**config.mk**
```make
export PLATFORM = sky130hd
export DESIGN_NAME = lss_divsqrt
export DESIGN_NICKNAME = d
export VERILOG_FILES = /design/src/lss_pkg.sv /design/src/lss_divsqrt.sv
export SDC_FILE = /design/constraint.sdc
export NUM_CORES = 1
export LEC_CHECK = 0
export BUFFER_PORTS_ARGS = -buffer_cell sky130_fd_sc_hd__buf_2
export CORE_MARGIN = 5
export CORE_UTILIZATION = 60
export CTS_BUF_LIST = sky130_fd_sc_hd__clkbuf_4 sky130_fd_sc_hd__clkbuf_8
export CTS_CLUSTER_SIZE = 14
export DETAILED_ROUTE_END_ITERATION = 10
export GPL_ROUTABILITY_DRIVEN = 0
export PLACE_DENSITY_LB_ADDON = 0.1
export SETUP_SLACK_MARGIN = 0.2
export SYNTH_ARGS = -nofsm -noshare
export SYNTH_HDL_FRONTEND = slang
export SYNTH_SLANG_ARGS = --single-unit
```
**constraint.sdc**
```tcl
create_clock -name clk_i -period 3.7 [get_ports clk_i]
set_clock_uncertainty 0.2 [all_clocks]
set_input_delay 0 -clock clk_i [delete_from_list [all_inputs] [get_ports clk_i]]
set_output_delay 0 -clock clk_i [all_outputs]
set_load 0.01 [all_outputs]
```
**src/lss_pkg.sv**
```systemverilog
// Shared codes and controller/datapath interface types for the line search step block.
package lss_pkg;

  // result status codes
  localparam logic [2:0] ST_OK      = 3'd0;
  localparam logic [2:0] ST_EXTREM  = 3'd1;
  localparam logic [2:0] ST_BOUND   = 3'd2;
  localparam logic [2:0] ST_RANGE   = 3'd3;
  localparam logic [2:0] ST_BADSET  = 3'd4;
  localparam logic [2:0] ST_LIMIT   = 3'd5;

  // configuration register indexes
  localparam logic [2:0] CFG_LIMIT  = 3'd0;
  localparam logic [2:0] CFG_BOUNDA = 3'd1;
  localparam logic [2:0] CFG_BOUNDB = 3'd2;
  localparam logic [2:0] CFG_MAXSTP = 3'd3;
  localparam logic [2:0] CFG_INISTP = 3'd4;

  localparam logic [5:0] LIMIT_LOW   = 6'd2;
  localparam logic [5:0] LIMIT_HIGH  = 6'd50;
  localparam logic [5:0] LIMIT_RESET = 6'd7;
  localparam logic [5:0] COUNT_MAX   = 6'd63;

  // datapath commands
  localparam logic [4:0] C_NONE     = 5'd0;
  localparam logic [4:0] C_LOAD     = 5'd1;
  localparam logic [4:0] C_BRACKET  = 5'd2;
  localparam logic [4:0] C_FALLBACK = 5'd3;
  localparam logic [4:0] C_DIV_DT   = 5'd4;
  localparam logic [4:0] C_WR_Q     = 5'd5;
  localparam logic [4:0] C_MUL_PP   = 5'd6;
  localparam logic [4:0] C_WR_PP    = 5'd7;
  localparam logic [4:0] C_MUL_A    = 5'd8;
  localparam logic [4:0] C_WR_A     = 5'd9;
  localparam logic [4:0] C_MUL_B    = 5'd10;
  localparam logic [4:0] C_WR_B     = 5'd11;
  localparam logic [4:0] C_MUL_AA   = 5'd12;
  localparam logic [4:0] C_WR_AA    = 5'd13;
  localparam logic [4:0] C_MUL_BPP  = 5'd14;
  localparam logic [4:0] C_WR_DISC  = 5'd15;
  localparam logic [4:0] C_SQRT     = 5'd16;
  localparam logic [4:0] C_WR_C     = 5'd17;
  localparam logic [4:0] C_DIV_PC   = 5'd18;
  localparam logic [4:0] C_MUL_LSDT = 5'd19;
  localparam logic [4:0] C_WR_DTABS = 5'd20;
  localparam logic [4:0] C_MUL_EX   = 5'd21;
  localparam logic [4:0] C_WR_EX    = 5'd22;
  localparam logic [4:0] C_DIV_AB   = 5'd23;
  localparam logic [4:0] C_MUL_DTS  = 5'd24;
  localparam logic [4:0] C_CLAMP    = 5'd25;
  localparam logic [4:0] C_STEP     = 5'd26;
  localparam logic [4:0] C_UPDATE   = 5'd27;
  localparam logic [4:0] C_RESULT   = 5'd28;

  typedef struct packed {
    logic [4:0] op;
    logic [2:0] code;
  } lss_cmd_t;

  typedef struct packed {
    logic over;
    logic first;
    logic out_rng;
    logic bad;
    logic ext;
    logic sgn_diff;
    logic f_ge_best;
    logic ab_zero;
    logic c_gt_pp;
    logic ls_zero;
    logic ds_done;
    logic out_busy;
  } lss_stat_t;

endpackage

```
**src/lss_divsqrt.sv**
```systemverilog
// Shared bit-serial unsigned divider and digit-serial square root unit.
module lss_divsqrt import lss_pkg::*; #(
  parameter int VALUE_WIDTH   = 32,
  parameter int FRACTION_BITS = 16
) (
  input  logic                                 clk_i,
  input  logic                                 rst_ni,
  input  logic                                 start_i,
  input  logic                                 sqrt_i,
  input  logic [VALUE_WIDTH+FRACTION_BITS-1:0] num_i,
  input  logic [VALUE_WIDTH-1:0]               den_i,
  output logic [VALUE_WIDTH+FRACTION_BITS-1:0] res_o,
  output logic                                 done_o
);

  localparam int W  = VALUE_WIDTH;
  localparam int N  = VALUE_WIDTH + FRACTION_BITS;
  localparam int NP = N + (N % 2);
  localparam int H  = NP / 2;
  localparam int RW = H + 2;
  localparam int CW = $clog2(N);
  localparam logic [CW-1:0] DIV_LAST = CW'(N - 1);
  localparam logic [CW-1:0] SQ_LAST  = CW'(H - 1);

  logic          run_q, done_q, mode_q;
  logic [CW-1:0] cnt_q;
  logic [W-1:0]  rem_q;
  logic [N-1:0]  quo_q;
  logic [W-1:0]  den_q;
  logic [NP-1:0] src_q;
  logic [RW-1:0] srem_q;
  logic [H-1:0]  root_q;

  logic [W:0]    rem_sh;
  logic          q_bit;
  logic [RW-1:0] srem_n, trial;
  logic          r_bit;

  // remainder stays below the divisor, so W bits hold it between steps
  assign rem_sh = {rem_q, quo_q[N-1]};
  assign q_bit  = rem_sh >= {1'b0, den_q};
  assign srem_n = {srem_q[RW-3:0], src_q[NP-1:NP-2]};
  assign trial  = {root_q, 2'b01};
  assign r_bit  = srem_n >= trial;

  always_ff @(posedge clk_i or negedge rst_ni) begin
    if (!rst_ni) begin
      run_q  <= 1'b0;
      done_q <= 1'b0;
      cnt_q  <= '0;
      mode_q <= 1'b0;
    end else begin
      done_q <= 1'b0;
      if (start_i) begin
        run_q  <= 1'b1;
        cnt_q  <= '0;
        mode_q <= sqrt_i;
      end else if (run_q) begin
        cnt_q <= cnt_q + 1'b1;
        if (cnt_q == (mode_q ? SQ_LAST : DIV_LAST)) begin
          run_q  <= 1'b0;
          done_q <= 1'b1;
        end
      end
    end
  end

  always_ff @(posedge clk_i) begin
    if (start_i) begin
      rem_q  <= '0;
      quo_q  <= num_i;
      den_q  <= den_i;
      src_q  <= NP'(num_i);
      srem_q <= '0;
      root_q <= '0;
    end else if (run_q) begin
      if (!mode_q) begin
        rem_q <= q_bit ? W'(rem_sh - {1'b0, den_q}) : rem_sh[W-1:0];
        quo_q <= {quo_q[N-2:0], q_bit};
      end else begin
        srem_q <= r_bit ? (srem_n - trial) : srem_n;
        root_q <= {root_q[H-2:0], r_bit};
        src_q  <= src_q << 2;
      end
    end
  end

  assign res_o  = mode_q ? N'(root_q) : quo_q;
  assign done_o = done_q;

endmodule

```
==> impl_results.md, run 1 <==
* Lkg Pwr at 6.37 nW
* Max Buffers Root-to-Sink at 3
* Max-slew headroom at roughly 50%
* Sequential share of the synthesized area at 48.2%
* Synthesized area at ~12,000 µm²
* Initial Util at between 60% and 70%
* Clock Tree Root: clkbuf_8
* Share of cells above drive strength 1 at 14.9%
* Final period util at between 80 and 90%
* Max frequency at between 300 and 400 MHz
* Area grow syn2layout at 24.8%
* Critical path arrival at around 3500 ps
* Final setup violation count at 0
* Peak supply drop at roughly 540 µV
* Max-cap violations at 0
* DRT Pass-1 Iters at 6
* PortBufs at approximately 130
* Final HPWL DP at ~20,000 µm
* DRC viols at 0
* Yosys reg bits at 217
* CORE AREA at 19,400 µm²
* Max-slew violations at 0
* Net Count, Synth at between 1,000 and 1,500
* Prevailing post-synth register cell: edfxtp_1
* Largest net degree at the start of global routing at about 120
* Critical path launch point type: flop
* Die Outline Area at ~23,000 µm²
* Setup tns final at 0 ps
* Global-route wire length before repair at about 50,000 µm
* Worst-Skew Late Latency at about 540 ps
* Hold Fails Final Rpt at 0
* GRT overflow at 0
* Status: complete, no violations
* CP required at 3920 ps
* Post-synth EDFFs at between 100 and 150
* Max H-tree Level at 2
* Wire per inst at approximately 17 µm
* DR vias at around 10,000
* Synth unique cells at between 70 and 80
* Routed Antenna Nets at 0
* Final wirelength at approximately 31,000 µm
* Die Y at about 150 µm
* Ant. Diodes at 0
* # rows at a little over 50
* Final nets at around 1,700
* Critical Path Fanout Max at 21
* Clock Sinks at 217
* Final worst slack at 407 ps
* Hold WC Path Type: in2reg
* Avg Vias per Cell at 5.56
* PwrDens at about 630 nW/µm²
* Vias in the first global route at 10,292
* Clk pin slew, worst setup/hold paths at roughly 60 ps
* WS Path Type: reg2reg
* Syn_area_per_cell at 9.13 µm²
* Ranking of synthesized cells by area: edfxtp_1, dfxtp_1, o21ai_0, ha_1, inv_1
* RSZ-0062 raised after global routing: yes
* Cells after Synth at about 1,300
* Top-area cell type share of the netlist area at around a third
* Critical Path End Type: flop
* Slew @ Worst Pin at about 760 ps
* Initial DRC count at 742
* # IOs at approximately 130
* Async S/R FF share, synth at between 4 and 5%
* Finished layout cell area at approximately 15,000 µm²
* CTS tree: built
* Placed inst area at about 13,000 µm²
* Leading area contributor after synthesis: edfxtp_1
* Antenna violations before repair at 0
* Min Tclk post-route at roughly 3300 ps
* Pre-CTS WS at 426 ps
* Chip width at between 150 and 200 µm
* TritonCTS Buffers at 39
* Overall Global Routing Usage at approximately 28%
* Ys Warns at 0
* Total Power at between 9 and 10 mW
* R2R Setup Slk at slightly above 400 ps
* Final core occ at roughly three quarters
sequential cells by signal, indices dropped and copies added (netlist names):
signal / cells
root_q: 24
run_q: 1
quo_q: 48
rem_q: 32
src_q: 48
srem_q: 24
done_o: 1
mode_q: 1
den_q: 32
cnt_q: 6
per-stage QoR:
step / hold WS [ps] / std cells
2_1_floorplan: -496 / 1289
3_3_place_gp: -336 / 1644
3_5_place_dp: -340 / 1644
4_1_cts: 3.23 / 1838
5_1_grt: 10.4 / 1838
6_report: 29.7 / 1838
final timing paths:
check                            end  cells past startpoint      start
max in group asynchronous     mode_q                      3     rst_ni
min reg2reg                 rem_q[9]                      2   rem_q[9]
max reg2reg                rem_q[22]                     12  den_q[10]
max                        rem_q[22]                     12  den_q[10]
min in group asynchronous      run_q                      3     rst_ni
min                         den_q[4]                      2   den_i[4]
critical path: stages (launching register included):
cell,delay [ps]
edfxtp_1,330
inv_1,40
ha_1,350
a21oi_1,320
o2111ai_1,180
a211oi_1,360
o21ai_0,210
a31oi_1,310
nand2_4,230
buf_4,280
nand2_1,80
o21ai_0,90
a22o_1,200
layout make-up:
cell class | count | area, µm²
fillers | 1361 | 4710
well taps | 265 | 332
multi-input cells | 845 | 5210
inverters | 170 | 638
repair buffers | 271 | 2060
flip-flops and latches | 217 | 5670
clock buffers | 55 | 676
clock inverters | 15 | 98.8
layer usage:
metal  routed length (µm)  global-route usage [%]  vias up
li1                     -                       -     5008
met3                 2250                    5.54       54
met5                    0                       0        -
met4                  701                    8.69        0
met1                13800                    37.2     4779
met2                14300                    45.2      387
cell usage after synthesis, types with 7 or more instances:
cell type	count
a21o_1	19
a21oi_1	76
a31oi_1	9
buf_1	8
buf_2	9
clkbuf_1	34
dfrtp_1	9
dfxtp_1	80
edfxtp_1	128
ha_1	59
inv_1	170
mux2i_1	21
nand2_1	152
nand3_1	10
nand4_1	11
nor2_1	84
nor2b_1	9
nor3_1	9
o21ai_0	190
o21bai_1	7
o22ai_1	25
xnor2_1	29
xor2_1	24
cell usage in the layout (no fill, tap or decap), drive strengths merged, types with 12 or more instances in the layout:
master and count:
mux2i 21, dfxtp 80, buf 147, o21ai 194, o22ai 25, clkinv 12
edfxtp 128, dlygate4sd3 124, clkbuf 55, inv 171, a21oi 76, a21o 21
ha 59, nor2 84, xnor2 29, nand2 153, xor2 24
report_power, final:
part | internal [mW] | switching [mW]
Combinational | 1.70 | 2.25
Sequential | 2.88 | 0.164
Clock | 1.25 | 1.00
Total | 5.83 | 3.42
logic make-up (layout without fill, tap and decap cells):
kind of cell | count (synthesis) | count (layout) | synth area share, %
AO/OA/AOI/OAI | 394 | 394 | 19.8
AND/OR/NAND/NOR | 314 | 314 | 11.8
buffers and inverters | 227 | 511 | 7.70
flip-flops | 217 | 217 | 48.2
adder cells (fa/ha/maj) | 60 | 60 | 6.44
XOR/XNOR | 53 | 53 | 3.95
multiplexers | 24 | 24 | 2.07
repair_timing:
action                                 CTS  global route
setup buffers                            0             0
endpoints found under the hold margin  158             0
resized for setup                        0             2
setup endpoints to repair                0            12
hold buffers                           124             0
Power figures use the tool's default switching activity.
==> run 2, diff against run 1 <==
--- a/config.mk
+++ b/config.mk
@@ -13,6 +13,7 @@
 export DETAILED_ROUTE_END_ITERATION = 10
 export GPL_ROUTABILITY_DRIVEN = 0
 export PLACE_DENSITY_LB_ADDON = 0.1
+export REMOVE_ABC_BUFFERS = 1
 export SETUP_SLACK_MARGIN = 0.2
 export SYNTH_ARGS = -nofsm -noshare
 export SYNTH_HDL_FRONTEND = slang
==> impl_results.md, run 2 (same netlist as run 1, synthesis figures left out) <==
* Max-slew violations at 0 (unchanged)
* Initial DRC count at 592 (-20%)
* Worst-Skew Late Latency at 550 ps (about the same)
* Overall Global Routing Usage at 26.6% (-0.99 points)
* Area grow syn2layout at 24.8% (about the same)
* Hold Fails Final Rpt at 0 (unchanged)
* PortBufs at 132 (unchanged)
* Max Buffers Root-to-Sink at 3 (unchanged)
* GRT overflow at 0 (unchanged)
* # rows at 51 (unchanged)
* Final nets at 1,691 (+0.18%)
* Slew @ Worst Pin at 735 ps (-29.7 ps)
* RSZ-0062 raised after global routing: no
* Clock Tree Root: clkbuf_8
* Max frequency at 313 MHz (+3.1%)
* Antenna violations before repair at 0 (unchanged)
* Final setup violation count at 0 (unchanged)
* Max H-tree Level at 2 (unchanged)
* Die Y at 150 µm (unchanged)
* DRT Pass-1 Iters at 5 (-1)
* Hold WC Path Type: in2reg
* DR WL met2 at 15,000 µm (+5.0%)
* Sw Share at 36.9% (about the same)
* Max-cap violations at 0 (unchanged)
* Lkg Pwr at 6.37 nW (about the same)
* # IOs at 133 (unchanged)
* WS Path Type: reg2reg
* CTS tree: built
* Logic pwr share at 42.5% (-0.2 points)
* Final period util at 86.3% (-2.7 points)
* Clock Sinks at 217 (unchanged)
* TritonCTS Buffers at 38 (-2.6%)
* Critical path arrival at 3450 ps (-60 ps)
* Max layer used: met4
* Met1 wire length at 12,600 µm (-8.9%)
* Clk pin slew, worst setup/hold paths at 60 ps (about the same)
* Total Power at 9.07 mW (-1.9%)
* Critical path launch point type: flop
* Min Tclk post-route at 3190 ps (-98.4 ps)
* Setup tns final at 0 ps (unchanged)
* Sw power at 3.35 mW (-2.0%)
* Commonest non-fill, non-tap cells in the layout: o21ai_0, inv_1, nand2_1, buf_2, dlygate4sd3_1
* Final wirelength at 30,300 µm (-2.4%)
* Critical Path End Type: flop
* Global-route wire length before repair at 48,300 µm (-3.7%)
* Clk pwr share at 24.2% (-0.2 points)
* Most common cell after layout, fill and taps aside: o21ai_0
* PwrDens at 617 nW/µm² (-1.9%)
* Initial Util at 60.7% (unchanged)
* DRC viols at 0 (unchanged)
* Metal3 WL at 1690 µm (-25%)
* Wire per inst at 16.5 µm (-2.6%)
* Max-slew headroom at 50.9% (+2.0 points)
* Ant. Diodes at 0 (unchanged)
* Final HPWL DP at 19,700 µm (-1.8%)
* # fillers at 1,364 (+0.22%)
* Avg Vias per Cell at 5.53 (-0.62%)
* Die Outline Area at 22,500 µm² (unchanged)
* Vias in the first global route at 9,978 (-3.1%)
* Largest registers: quo_q: 48 flops, src_q: 48 flops
* Chip width at 150 µm (unchanged)
* Pint at 5.72 mW (-1.9%)
* Critical Path Fanout Max at 22 (+4.8%)
* Share of cells above drive strength 1 at 14.8% (-0.16 points)
* Status: complete, no violations
* Largest net degree at the start of global routing at 102 (-11%)
* Routed Antenna Nets at 0 (unchanged)
* CORE AREA at 19,400 µm² (unchanged)
* Seq pwr share at 33.3% (+0.4 points)
* DR vias at 10,181 (-0.46%)
* Peak supply drop at 496 µV (-8.4%)
* CP required at 3960 ps (+40 ps)
## run 2: cell count changes in the layout (fill, tap and decap cells not counted), sizes merged
cell / delta
clkbuf: +3
bufinv: -1
dlygate4sd3: +5
buf: -1
inv: +1
clkinvlp: -1
clkinv: -3
## run 2: layout make-up
| cell class | count | area [µm²] | share of cell area, % |
|---|---|---|---|
| flip-flops and latches | 217 | 5670 | 38.6 |
| multi-input cells | 845 | 5200 | 35.4 |
| repair buffers | 275 | 2090 | 14.2 |
| clock buffers | 58 | 698 | 4.75 |
| inverters | 170 | 638 | 4.35 |
| well taps | 265 | 332 | 2.26 |
| clock inverters | 11 | 52.6 | 0.358 |
## run 2: stage by stage
step | setup WS (ps) | hold WS (ps) | std cells | instance area [µm²] | util [%]
floorplan | -856 | -496 | 1232 | 11500 | -
detailed placement | 503 | -331 | 1643 | 12600 | 65.2
global route | 270 | 121 | 1841 | 14700 | 75.7
CTS | 500 | 71.2 | 1841 | 14700 | 75.7
global placement | 587 | -339 | 1643 | 12600 | 65.2
finish | 505 | 109 | 1841 | 14700 | 75.7
## run 2: critical path, stage by stage (launching register included)
cell	delay, ps
edfxtp_1	320
inv_1	40
ha_1	450
nand4_1	210
nor4_1	410
nand3_1	200
o32ai_1	260
a31oi_1	80
nand2_2	200
buf_4	340
nand2_1	180
o21ai_0	210
## run 2: per-layer routing
layer,up-vias,global-route usage [%]
li1,5030,-
met1,4763,32.8
met2,308,46.9
met5,-,0
met3,80,4.48
met4,0,10.0
## run 2: path summary, 6_finish.rpt
| path | startpoint | end | slack (ps) | depth (start not counted) |
|---|---|---|---|---|
| setup / recovery | den_q[19] | rem_q[27] | 510 | 11 |
| hold / removal | num_i[35] | src_q[35] | 110 | 4 |
| setup reg to reg | den_q[19] | rem_q[27] | 510 | 11 |
| hold reg to reg | rem_q[26] | rem_q[26] | 270 | 2 |
| max in group asynchronous | rst_ni | mode_q | 2720 | 3 |
| min in group asynchronous | rst_ni | done_o | 250 | 3 |
## run 2: power groups by stage
stage,logic [mW],clock network (mW),registers (mW)
after global placement,3.62,0,3.06
after CTS,3.82,2.23,3.02
final,3.85,2.19,3.02
after floorplan,2.78,0,3.04
after detailed placement,3.69,0,3.07
after global routing,4.31,2.33,3.05
## run 2: repair_timing
item,4_1_cts,5_1_grt
buffers inserted,0,0
setup endpoints to repair,0,2
hold buffers,129,0
hold endpoints to repair,153,0
gates resized for setup,0,1
