**src/lss_pkg.sv**
```systemverilog
// Shared codes and controller/datapath interface types for the line search step block.
package lss_pkg;

  // result status codes
  localparam logic [2:0] ST_OK      = 3'd0;
  localparam logic [2:0] ST_EXTREM  = 3'd1;
  localparam logic [2:0] ST_BOUND   = 3'd2;
  localparam logic [2:0] ST_RANGE   = 3'd3;
  localparam logic [2:0] ST_BADSET  = 3'd4;
  localparam logic [2:0] ST_LIMIT   = 3'd5;

  // configuration register indexes
  localparam logic [2:0] CFG_LIMIT  = 3'd0;
  localparam logic [2:0] CFG_BOUNDA = 3'd1;
  localparam logic [2:0] CFG_BOUNDB = 3'd2;
  localparam logic [2:0] CFG_MAXSTP = 3'd3;
  localparam logic [2:0] CFG_INISTP = 3'd4;

  localparam logic [5:0] LIMIT_LOW   = 6'd2;
  localparam logic [5:0] LIMIT_HIGH  = 6'd50;
  localparam logic [5:0] LIMIT_RESET = 6'd7;
  localparam logic [5:0] COUNT_MAX   = 6'd63;

  // datapath commands
  localparam logic [4:0] C_NONE     = 5'd0;
  localparam logic [4:0] C_LOAD     = 5'd1;
  localparam logic [4:0] C_BRACKET  = 5'd2;
  localparam logic [4:0] C_FALLBACK = 5'd3;
  localparam logic [4:0] C_DIV_DT   = 5'd4;
  localparam logic [4:0] C_WR_Q     = 5'd5;
  localparam logic [4:0] C_MUL_PP   = 5'd6;
  localparam logic [4:0] C_WR_PP    = 5'd7;
  localparam logic [4:0] C_MUL_A    = 5'd8;
  localparam logic [4:0] C_WR_A     = 5'd9;
  localparam logic [4:0] C_MUL_B    = 5'd10;
  localparam logic [4:0] C_WR_B     = 5'd11;
  localparam logic [4:0] C_MUL_AA   = 5'd12;
  localparam logic [4:0] C_WR_AA    = 5'd13;
  localparam logic [4:0] C_MUL_BPP  = 5'd14;
  localparam logic [4:0] C_WR_DISC  = 5'd15;
  localparam logic [4:0] C_SQRT     = 5'd16;
  localparam logic [4:0] C_WR_C     = 5'd17;
  localparam logic [4:0] C_DIV_PC   = 5'd18;
  localparam logic [4:0] C_MUL_LSDT = 5'd19;
  localparam logic [4:0] C_WR_DTABS = 5'd20;
  localparam logic [4:0] C_MUL_EX   = 5'd21;
  localparam logic [4:0] C_WR_EX    = 5'd22;
  localparam logic [4:0] C_DIV_AB   = 5'd23;
  localparam logic [4:0] C_MUL_DTS  = 5'd24;
  localparam logic [4:0] C_CLAMP    = 5'd25;
  localparam logic [4:0] C_STEP     = 5'd26;
  localparam logic [4:0] C_UPDATE   = 5'd27;
  localparam logic [4:0] C_RESULT   = 5'd28;

  typedef struct packed {
    logic [4:0] op;
    logic [2:0] code;
  } lss_cmd_t;

  typedef struct packed {
    logic over;
    logic first;
    logic out_rng;
    logic bad;
    logic ext;
    logic sgn_diff;
    logic f_ge_best;
    logic ab_zero;
    logic c_gt_pp;
    logic ls_zero;
    logic ds_done;
    logic out_busy;
  } lss_stat_t;

endpackage

```
**src/lss_ctrl.sv**
```systemverilog
// Sequencing state machine for one line search step.
module lss_ctrl import lss_pkg::*; (
  input  logic      clk_i,
  input  logic      rst_ni,
  input  logic      in_valid_i,
  output logic      busy_o,
  input  lss_stat_t stat_i,
  output lss_cmd_t  cmd_o
);

  localparam logic [4:0] S_IDLE   = 5'd0;
  localparam logic [4:0] S_CHECK  = 5'd1;
  localparam logic [4:0] S_RANGE  = 5'd2;
  localparam logic [4:0] S_CDIV   = 5'd3;
  localparam logic [4:0] S_CPP    = 5'd4;
  localparam logic [4:0] S_CPPW   = 5'd5;
  localparam logic [4:0] S_CA     = 5'd6;
  localparam logic [4:0] S_CAW    = 5'd7;
  localparam logic [4:0] S_CB     = 5'd8;
  localparam logic [4:0] S_CBW    = 5'd9;
  localparam logic [4:0] S_CAA    = 5'd10;
  localparam logic [4:0] S_CAAW   = 5'd11;
  localparam logic [4:0] S_CBPP   = 5'd12;
  localparam logic [4:0] S_CDISC  = 5'd13;
  localparam logic [4:0] S_CSQ    = 5'd14;
  localparam logic [4:0] S_CSQW   = 5'd15;
  localparam logic [4:0] S_CCMP   = 5'd16;
  localparam logic [4:0] S_CDIV2  = 5'd17;
  localparam logic [4:0] S_CLS    = 5'd18;
  localparam logic [4:0] S_DTW    = 5'd19;
  localparam logic [4:0] S_EX     = 5'd20;
  localparam logic [4:0] S_EXC    = 5'd21;
  localparam logic [4:0] S_EXDIV  = 5'd22;
  localparam logic [4:0] S_EXM    = 5'd23;
  localparam logic [4:0] S_FCLAMP = 5'd24;
  localparam logic [4:0] S_FSTEP  = 5'd25;
  localparam logic [4:0] S_FUPD   = 5'd26;
  localparam logic [4:0] S_FCHK   = 5'd27;
  localparam logic [4:0] S_RES    = 5'd28;

  logic [4:0] state_q, state_d;
  logic [2:0] code_q, code_d;

  always_ff @(posedge clk_i or negedge rst_ni) begin
    if (!rst_ni) begin
      state_q <= S_IDLE;
      code_q  <= ST_OK;
    end else begin
      state_q <= state_d;
      code_q  <= code_d;
    end
  end

  always_comb begin
    state_d = state_q;
    code_d  = code_q;
    cmd_o   = '{op: C_NONE, code: ST_OK};
    case (state_q)
      S_IDLE: begin
        if (in_valid_i) begin
          cmd_o.op = C_LOAD;
          state_d  = S_CHECK;
        end
      end
      S_CHECK: begin
        if (stat_i.over) begin
          code_d  = ST_LIMIT;
          state_d = S_RES;
        end else begin
          cmd_o.op = C_BRACKET;
          state_d  = S_RANGE;
        end
      end
      S_RANGE: begin
        if (stat_i.out_rng) begin
          code_d  = ST_RANGE;
          state_d = S_RES;
        end else if (stat_i.first) begin
          if (stat_i.bad) begin
            code_d  = ST_BADSET;
            state_d = S_RES;
          end else begin
            cmd_o.op = C_FALLBACK;
            state_d  = S_FCLAMP;
          end
        end else if (stat_i.ext) begin
          code_d  = ST_EXTREM;
          state_d = S_RES;
        end else if (stat_i.sgn_diff) begin
          cmd_o.op = C_DIV_DT;
          state_d  = S_CDIV;
        end else if (stat_i.f_ge_best) begin
          cmd_o.op = C_FALLBACK;
          state_d  = S_FCLAMP;
        end else begin
          cmd_o.op = C_MUL_EX;
          state_d  = S_EX;
        end
      end
      // cubic fit across the slope sign change
      S_CDIV: begin
        if (stat_i.ds_done) begin
          cmd_o.op = C_WR_Q;
          state_d  = S_CPP;
        end
      end
      S_CPP:   begin cmd_o.op = C_MUL_PP;   state_d = S_CPPW;  end
      S_CPPW:  begin cmd_o.op = C_WR_PP;    state_d = S_CA;    end
      S_CA:    begin cmd_o.op = C_MUL_A;    state_d = S_CAW;   end
      S_CAW:   begin cmd_o.op = C_WR_A;     state_d = S_CB;    end
      S_CB:    begin cmd_o.op = C_MUL_B;    state_d = S_CBW;   end
      S_CBW:   begin cmd_o.op = C_WR_B;     state_d = S_CAA;   end
      S_CAA:   begin cmd_o.op = C_MUL_AA;   state_d = S_CAAW;  end
      S_CAAW:  begin cmd_o.op = C_WR_AA;    state_d = S_CBPP;  end
      S_CBPP:  begin cmd_o.op = C_MUL_BPP;  state_d = S_CDISC; end
      S_CDISC: begin cmd_o.op = C_WR_DISC;  state_d = S_CSQ;   end
      S_CSQ:   begin cmd_o.op = C_SQRT;     state_d = S_CSQW;  end
      S_CSQW: begin
        if (stat_i.ds_done) begin
          cmd_o.op = C_WR_C;
          state_d  = S_CCMP;
        end
      end
      S_CCMP: begin
        if (stat_i.c_gt_pp) begin
          cmd_o.op = C_DIV_PC;
          state_d  = S_CDIV2;
        end else begin
          state_d = S_CLS;
        end
      end
      S_CDIV2: begin
        if (stat_i.ds_done) begin
          cmd_o.op = C_WR_Q;
          state_d  = S_CLS;
        end
      end
      S_CLS:   begin cmd_o.op = C_MUL_LSDT; state_d = S_DTW;   end
      S_DTW:   begin cmd_o.op = C_WR_DTABS; state_d = S_FCLAMP; end
      // sign-based extrapolation
      S_EX:    begin cmd_o.op = C_WR_EX;    state_d = S_EXC;   end
      S_EXC: begin
        if (stat_i.ab_zero) begin
          cmd_o.op = C_FALLBACK;
          state_d  = S_FCLAMP;
        end else begin
          cmd_o.op = C_DIV_AB;
          state_d  = S_EXDIV;
        end
      end
      S_EXDIV: begin
        if (stat_i.ds_done) begin
          cmd_o.op = C_WR_Q;
          state_d  = S_EXM;
        end
      end
      S_EXM:    begin cmd_o.op = C_MUL_DTS; state_d = S_DTW;   end
      S_FCLAMP: begin cmd_o.op = C_CLAMP;   state_d = S_FSTEP; end
      S_FSTEP:  begin cmd_o.op = C_STEP;    state_d = S_FUPD;  end
      S_FUPD:   begin cmd_o.op = C_UPDATE;  state_d = S_FCHK;  end
      S_FCHK: begin
        code_d  = stat_i.ls_zero ? ST_BOUND : ST_OK;
        state_d = S_RES;
      end
      S_RES: begin
        // hold until the output register can take the beat
        if (!stat_i.out_busy) begin
          cmd_o.op   = C_RESULT;
          cmd_o.code = code_q;
          state_d    = S_IDLE;
        end
      end
      default: state_d = S_IDLE;
    endcase
  end

  assign busy_o = state_q != S_IDLE;

endmodule

```
**config.mk**
```make
export PLATFORM = sky130hd
export DESIGN_NAME = lss_ctrl
export DESIGN_NICKNAME = d
export VERILOG_FILES = /design/src/lss_pkg.sv /design/src/lss_ctrl.sv
export SDC_FILE = /design/constraint.sdc
export NUM_CORES = 1
export LEC_CHECK = 0
export BUFFER_PORTS_ARGS = -buffer_cell sky130_fd_sc_hd__buf_2
export CAP_MARGIN = 40
export CORE_MARGIN = 2
export CORE_UTILIZATION = 61
export CTS_BUF_LIST = sky130_fd_sc_hd__clkbuf_8
export DETAILED_ROUTE_END_ITERATION = 7
export PLACE_DENSITY = 0.87
export SLEW_MARGIN = 20
export SYNTH_ARGS = -nofsm -noshare
export SYNTH_HDL_FRONTEND = slang
export SYNTH_SLANG_ARGS = --single-unit
```
**constraint.sdc**
```tcl
create_clock -name clk_i -period 4.58 [get_ports clk_i]
set_input_delay 0.916 -clock clk_i [delete_from_list [all_inputs] [get_ports clk_i]]
set_output_delay 0.916 -clock clk_i [all_outputs]
set_load 0.005 [all_outputs]
```
==> results of run 1 <==
cells in the mapped netlist, types with 3 or more instances:
cell type,count
nor2_1,15
nor2b_1,5
and2_1,6
buf_2,10
o21ai_1,9
clkbuf_1,3
inv_1,5
o22ai_1,3
xor2_1,3
a31oi_1,4
nand2_1,21
nand3_1,7
o211ai_1,3
a21oi_1,16
o21ai_0,4
a221o_1,3
o2111ai_1,3
dfrtp_1,8
nor3_1,10
worst paths after layout:
kind / slack, ns / end / cells past startpoint / from
worst max-delay path: 1.40 / cmd_o[3] / 4 / state_q[0]$_DFFE_PN0P_
worst min-delay path: 0.51 / state_q[1]$_DFFE_PN0P_ / 1 / rst_ni
worst max register to register: 2.19 / state_q[2]$_DFFE_PN0P_ / 5 / state_q[0]$_DFFE_PN0P_
worst min register to register: 0.51 / code_q[0]$_DFFE_PN0P_ / 1 / code_q[0]$_DFFE_PN0P_
max in group asynchronous: 3.90 / state_q[3]$_DFFE_PN0P_ / 1 / rst_ni
min in group clk_i: 0.51 / code_q[0]$_DFFE_PN0P_ / 1 / code_q[0]$_DFFE_PN0P_
state kept, by name (all words and copies together) (netlist names):
signal   count
code_q       3
state_q      5
final cells by class:
cell class	instances	area, um^2
inverters	7	26.3
repair buffers	25	145
fillers	162	455
multi-input cells	147	865
clock buffers	3	41.3
well taps	25	31.3
flip-flops and latches	8	200
per-stage QoR:
step | power (uW) | util (%)
after floorplan | 715 | -
after global placement | 813 | 70.1
after detailed placement | 859 | 71.0
after CTS | 951 | 73.3
after global routing | 1060 | 74.2
final | 982 | 74.2
power groups by stage:
stage | clock, uW | sequential, uW | combinational (uW)
after global routing | 91.6 | 244 | 722
after global placement | 0 | 270 | 544
after detailed placement | 0 | 258 | 601
after CTS | 87.0 | 257 | 607
final | 86.2 | 235 | 661
after floorplan | 0 | 131 | 584
cell families after synthesis:
kind of cell / Yosys count / synth area share, %
muxes: 2 / 1.80
AOI/OAI and AO/OA: 60 / 33.3
xor gates and xnor gates: 5 / 3.72
DFF: 8 / 17.0
buffers and inverters: 23 / 9.66
and+or+nand+nor: 80 / 34.5
metal layers:
layer | global-route usage (%) | vias to the layer above
li1 | - | 681
met1 | 47.8 | 657
met2 | 55.2 | 97
met3 | 5.28 | 18
met4 | 18.4 | 0
met5 | 0 | -
worst max-delay path, stage by stage (launching register included):
cell and delay, ns:
dfrtp_1 0.89, inv_1 0.39, or3_1 0.48, o2111ai_1 0.13, buf_2 0.15
==> impl_metrics.csv, run 1 <==
group,metric,value,unit
place,hpwl,2.57,mm
grt,grt_first_pass_wirelength,5.71,mm
pwr,p_sw,528,uW
cts,cts_sinks,8,
flow_run,maxCapViolations,0,
cts,postCtsSetupBuffers,0,
cells_and_area,num_antenna_cells,0,
synthesis,synth_flop_cell,"dfrtp_1",
cts,cts_resized,0,
pwr,power.density,750,mW/mm^2
drt,viasPerCell,6.76,
grt,antenna_found_initial,0,
grt,grt_pass1_vias,1199,
cts,ctsHoldBuffers,0,
synthesis,synth_cells,178,
die,core-area,0.00176,mm^2
place,dp_cells,211,
drt,dr.pass1.iters,4,
cts,root_buffer,"clkbuf_8",
sta,period_minus_slack,3.18,ns
die,fp.dieH,48.0,um
cells_and_area,stdcell_count,215,
critical_path,cp_max_fo,28,
cts,cts_buffers,3,
pwr,vdd_drop_max,580,uV
die,ios,24,
synthesis,ys_ff_latch,8,
sta,rsz0062_at_grt,"false",
synthesis,postSynth.asyncResetShare,100,%
min_path,holdCritPathClass,"in -> async",
sta,slew_viol_final,0,
cells_and_area,final_common_cell,"buf_2",
critical_path,endpoint_kind,"primary output",
die,die_x,48.0,um
drt,avgRoutedWirePerCell,16.9,um
cts,clk_path_buf_depth,2,
grt,grt_usage,35.7,%
cells_and_area,nNetsFinal,207,
sta,tns,0,ns
sta,fin_ws,1.40,ns
drt,wl_met2,1.70,mm
cts,ctsHtreeMaxLevel,1,
drt,final_antenna_net_count,0,
critical_path,startpoint_type,"register",
drt,wl,3.64,mm
drt,num_vias,1453,
grt,grt-ovfl-total,0,
die,dieArea,0.00230,mm^2
drt,drt_iter0_markers,112,
pwr,p_int,454,uW
synthesis,syn_area,0.00118,mm^2
cells_and_area,area_delta_synth_final,11.0,%
place,io_buffers,23,
sta,hold_viol,0,
cts,cts_tree,"done",
synthesis,synth_area_per_cell,6.62,um^2
grt,grt_max_degree,32,
sta,holdWs,0.506,ns
critical_path,cp.required,3.66,ns
pwr,pwr-share-seq,23.9,%
drt,wl_met3,361,um
run_status,status,"completed",
cells_and_area,final_area,0.00131,mm^2
drt,drc,0,
place,routabilityCongestion,0.958,
die,core.rowCount,15,
pwr,switching_share,53.7,%
cells_and_area,drive_above_1_share,16.8,%
synthesis,ys_types,49,
cts,clock_latency,0.23,ns
synthesis,syn_nets,193,
sta,fmax,0.314,GHz
sta,fin_crit_sh,69.5,%
sta,finalSetupViolations,0,
place,placed_cell_area,0.00125,mm^2
pwr,cellLeakagePower,0.000550,uW
sta,skew,0.00610,ns
sta,tightest_slew,0.866,ns
place,dp_slack,1.71,ns
pwr,power_frac_comb,67.3,%
cells_and_area,final_cell_mix,"buf_2 (23), nand2_1 (21), a21oi_1 (16), nor2_1 (15), nor3_1 (10)",
synthesis,yosysTopAreaCellShare,17.0,%
synthesis,synth.area.top_cells,"dfrtp_1 (17%), a21oi_1 (6.8%), nand2_1 (6.7%)",
drt,wl_met1,1.44,mm
cts,clk_pin_slew,0.04,ns
synthesis,yosysTopAreaCell,"dfrtp_1",
synthesis,synth-edff-count,0,
synthesis,synth_warnings,0,
sta,slew_headroom,42.3,%
critical_path,arrival,2.27,ns
drt,top_layer,"met4",
critical_path,criticalPathCategory,"reg -> out",
pwr,clockPowerShare,8.8,%
synthesis,ys_seq_area_share,17.0,%
die,start_util,66.8,%
(Power assumes the default switching activity.)
==> run 2, diff against run 1 <==
--- a/config.mk
+++ b/config.mk
@@ -8,10 +8,10 @@
 export BUFFER_PORTS_ARGS = -buffer_cell sky130_fd_sc_hd__buf_2
 export CAP_MARGIN = 40
 export CORE_MARGIN = 2
-export CORE_UTILIZATION = 61
+export CORE_UTILIZATION = 51
 export CTS_BUF_LIST = sky130_fd_sc_hd__clkbuf_8
 export DETAILED_ROUTE_END_ITERATION = 7
-export PLACE_DENSITY = 0.87
+export PLACE_DENSITY = 0.78
 export SLEW_MARGIN = 20
 export SYNTH_ARGS = -nofsm -noshare
 export SYNTH_HDL_FRONTEND = slang
==> constraint.sdc (replaced) <==
create_clock -name clk_i -period 2.8 [get_ports clk_i]
set_input_delay 0.56 -clock clk_i [delete_from_list [all_inputs] [get_ports clk_i]]
set_output_delay 0.56 -clock clk_i [all_outputs]
set_load 0.005 [all_outputs]
==> run 2 against run 1 <==
  * Total power grew 63%
  * Via count shrank 3.0%
  * Global-route usage shrank 6.7 points
  * Critical path depth grew 3
  * Worst hold slack lost 0.34 ns
  * Core utilization shrank 13 points
  * Critical path type unchanged
  * Die area grew 18%
  * Clock power grew 60%
  * Combinational power grew 65%
  * Cell count grew 3.7%
==> impl_metrics.csv, run 2 (synthesis gave the netlist of run 1 again) <==
group,metric,value,unit
grt,grt_pass1_vias,1293,
die,core.rowCount,17,
sta,skew,0.00571,ns
cells_and_area,final_common_cell,"buf_2",
drt,drt_iter0_markers,49,
pwr,p_total,1600,uW
drt,dr.pass1.iters,4,
grt,grt_first_pass_wirelength,5.98,mm
critical_path,startpoint_type,"register",
die,core-area,0.00219,mm^2
die,ios,24,
critical_path,endpoint_kind,"primary output",
critical_path,max_stage_delay,0.76,ns
critical_path,arrival,2.06,ns
sta,tns,0,ns
grt,grt-ovfl-total,0,
run_status,status,"completed",
critical_path,cp.required,2.24,ns
die,die_x,52.1,um
cells_and_area,num_antenna_cells,0,
cells_and_area,fillCellCount,210,
cts,postCtsSetupBuffers,0,
cts,cts_tree,"done",
cells_and_area,final_area,0.00134,mm^2
drt,drc,0,
cells_and_area,drive_above_1_share,19.0,%
die,dieArea,0.00271,mm^2
sta,hold_viol,0,
cts,cts_resized,0,
place,io_buffers,23,
flow_run,maxCapViolations,0,
sta,slew_headroom,54.2,%
sta,slew_viol_final,0,
sta,fmax,0.381,GHz
cells_and_area,largest_register_ffs,5,
cts,clk_pin_slew,0.04,ns
cts,clk_path_buf_depth,2,
cells_and_area,area_delta_synth_final,13.3,%
drt,num_vias,1409,
critical_path,criticalPathCategory,"reg -> out",
place,hpwl,2.55,mm
cells_and_area,largestRegisters,"state_q: 5 flops, code_q: 3 flops",
die,start_util,53.8,%
die,fp.dieH,52.1,um
grt,grt_usage,29.0,%
sta,rsz0062_at_grt,"false",
cells_and_area,nNetsFinal,212,
critical_path,cp_max_fo,19,
grt,antenna_found_initial,0,
pwr,cellLeakagePower,0.000570,uW
cells_and_area,final_cell_mix,"buf_2 (23), nand2_1 (21), a21oi_1 (16), nor2_1 (15), nor3_1 (10)",
cells_and_area,regMostFlops,"state_q",
grt,grt_max_degree,22,
critical_path,reg2regPathDepth,6,
sta,tightest_slew,0.687,ns
sta,fin_crit_sh,93.7,%
place,placed_cell_area,0.00129,mm^2
sta,period_minus_slack,2.62,ns
drt,final_antenna_net_count,0,
place,routabilityCongestion,0.949,
pwr,power.density,1200,mW/mm^2
cts,clock_latency,0.23,ns
cts,cts_sinks,8,
sta,finalSetupViolations,0,
cts,cts_buffers,3,
critical_path,path_cells,"buf_4 -> xnor2_1 -> o22ai_1 -> a32o_1 -> nand2_1 -> o2111ai_1 -> buf_2",
cts,ctsHoldBuffers,0,
cts,ctsHtreeMaxLevel,1,
drt,viasPerCell,6.32,
critical_path,crit_path_top_delay_cell,"dfrtp_1",
drt,avgRoutedWirePerCell,15.3,um
cts,root_buffer,"clkbuf_8",
drt,wl,3.40,mm
pwr,vdd_drop_max,681,uV
min_path,holdCritPathClass,"in -> async",
## run 2: critical path, delay by kind of cell, from the launching register on
family	cells	cell delay (ns)
XOR/XNOR	1	0.15
AO/OA/AOI/OAI	3	0.43
flip-flops	1	0.76
AND/OR/NAND/NOR	1	0.06
buffers and inverters	2	0.44
## run 2: final timing paths
check | startpoint | endpoint | slack, ns
hold reg to reg | code_q[1]$_DFFE_PN0P_ | code_q[1]$_DFFE_PN0P_ | 0.50
hold / removal | rst_ni | state_q[1]$_DFFE_PN0P_ | 0.16
setup / recovery | state_q[4]$_DFFE_PN0P_ | cmd_o[3] | 0.18
min in group clk_i | code_q[1]$_DFFE_PN0P_ | code_q[1]$_DFFE_PN0P_ | 0.50
setup reg to reg | state_q[4]$_DFFE_PN0P_ | code_q[1]$_DFFE_PN0P_ | 0.59
max in group asynchronous | rst_ni | code_q[2]$_DFFE_PN0P_ | 2.47
## run 2: layout make-up
type | count | area [um^2] | area share [%]
Timing Repair Buffer | 30 | 168 | 12.6
Clock buffer | 3 | 41.3 | 3.09
Sequential cell | 8 | 200 | 15.0
Tap cell | 28 | 35.0 | 2.62
Inverter | 7 | 26.3 | 1.97
Multi-Input combinational cell | 147 | 865 | 64.8
## run 2: metal layers
metal  vias up  wire [um]  GRT usage [%]  part of all wire, %
met3         8        252           4.02                  7.4
met2        68       1610           45.1                   47
met5         -          0              0                    0
li1        686          -              -                    -
met1       647       1490           40.0                   44
met4         0         54           11.8                  1.6
## run 2: through the flow
| step | worst slack (ns) | hold WS, ns | instances | utilization [%] |
|---|---|---|---|---|
| 5_1_grt | 0.0271 | 0.176 | 223 | 60.9 |
| 6_report | 0.176 | 0.161 | 223 | 60.9 |
| 3_3_place_gp | 0.487 | 0.402 | 220 | 59.1 |
| 2_1_floorplan | 0.880 | 0.264 | 178 | - |
| 4_1_cts | 0.187 | 0.162 | 223 | 60.9 |
| 3_5_place_dp | 0.440 | 0.407 | 220 | 59.1 |
## run 2: where the power goes
part           total, uW  internal [uW]  leakage [uW]  switching [uW]
registers            367            173     0.0000943             194
logic               1090            499      0.000455             593
clock network        138           93.1     0.0000216            44.8
total               1600            765      0.000570             831
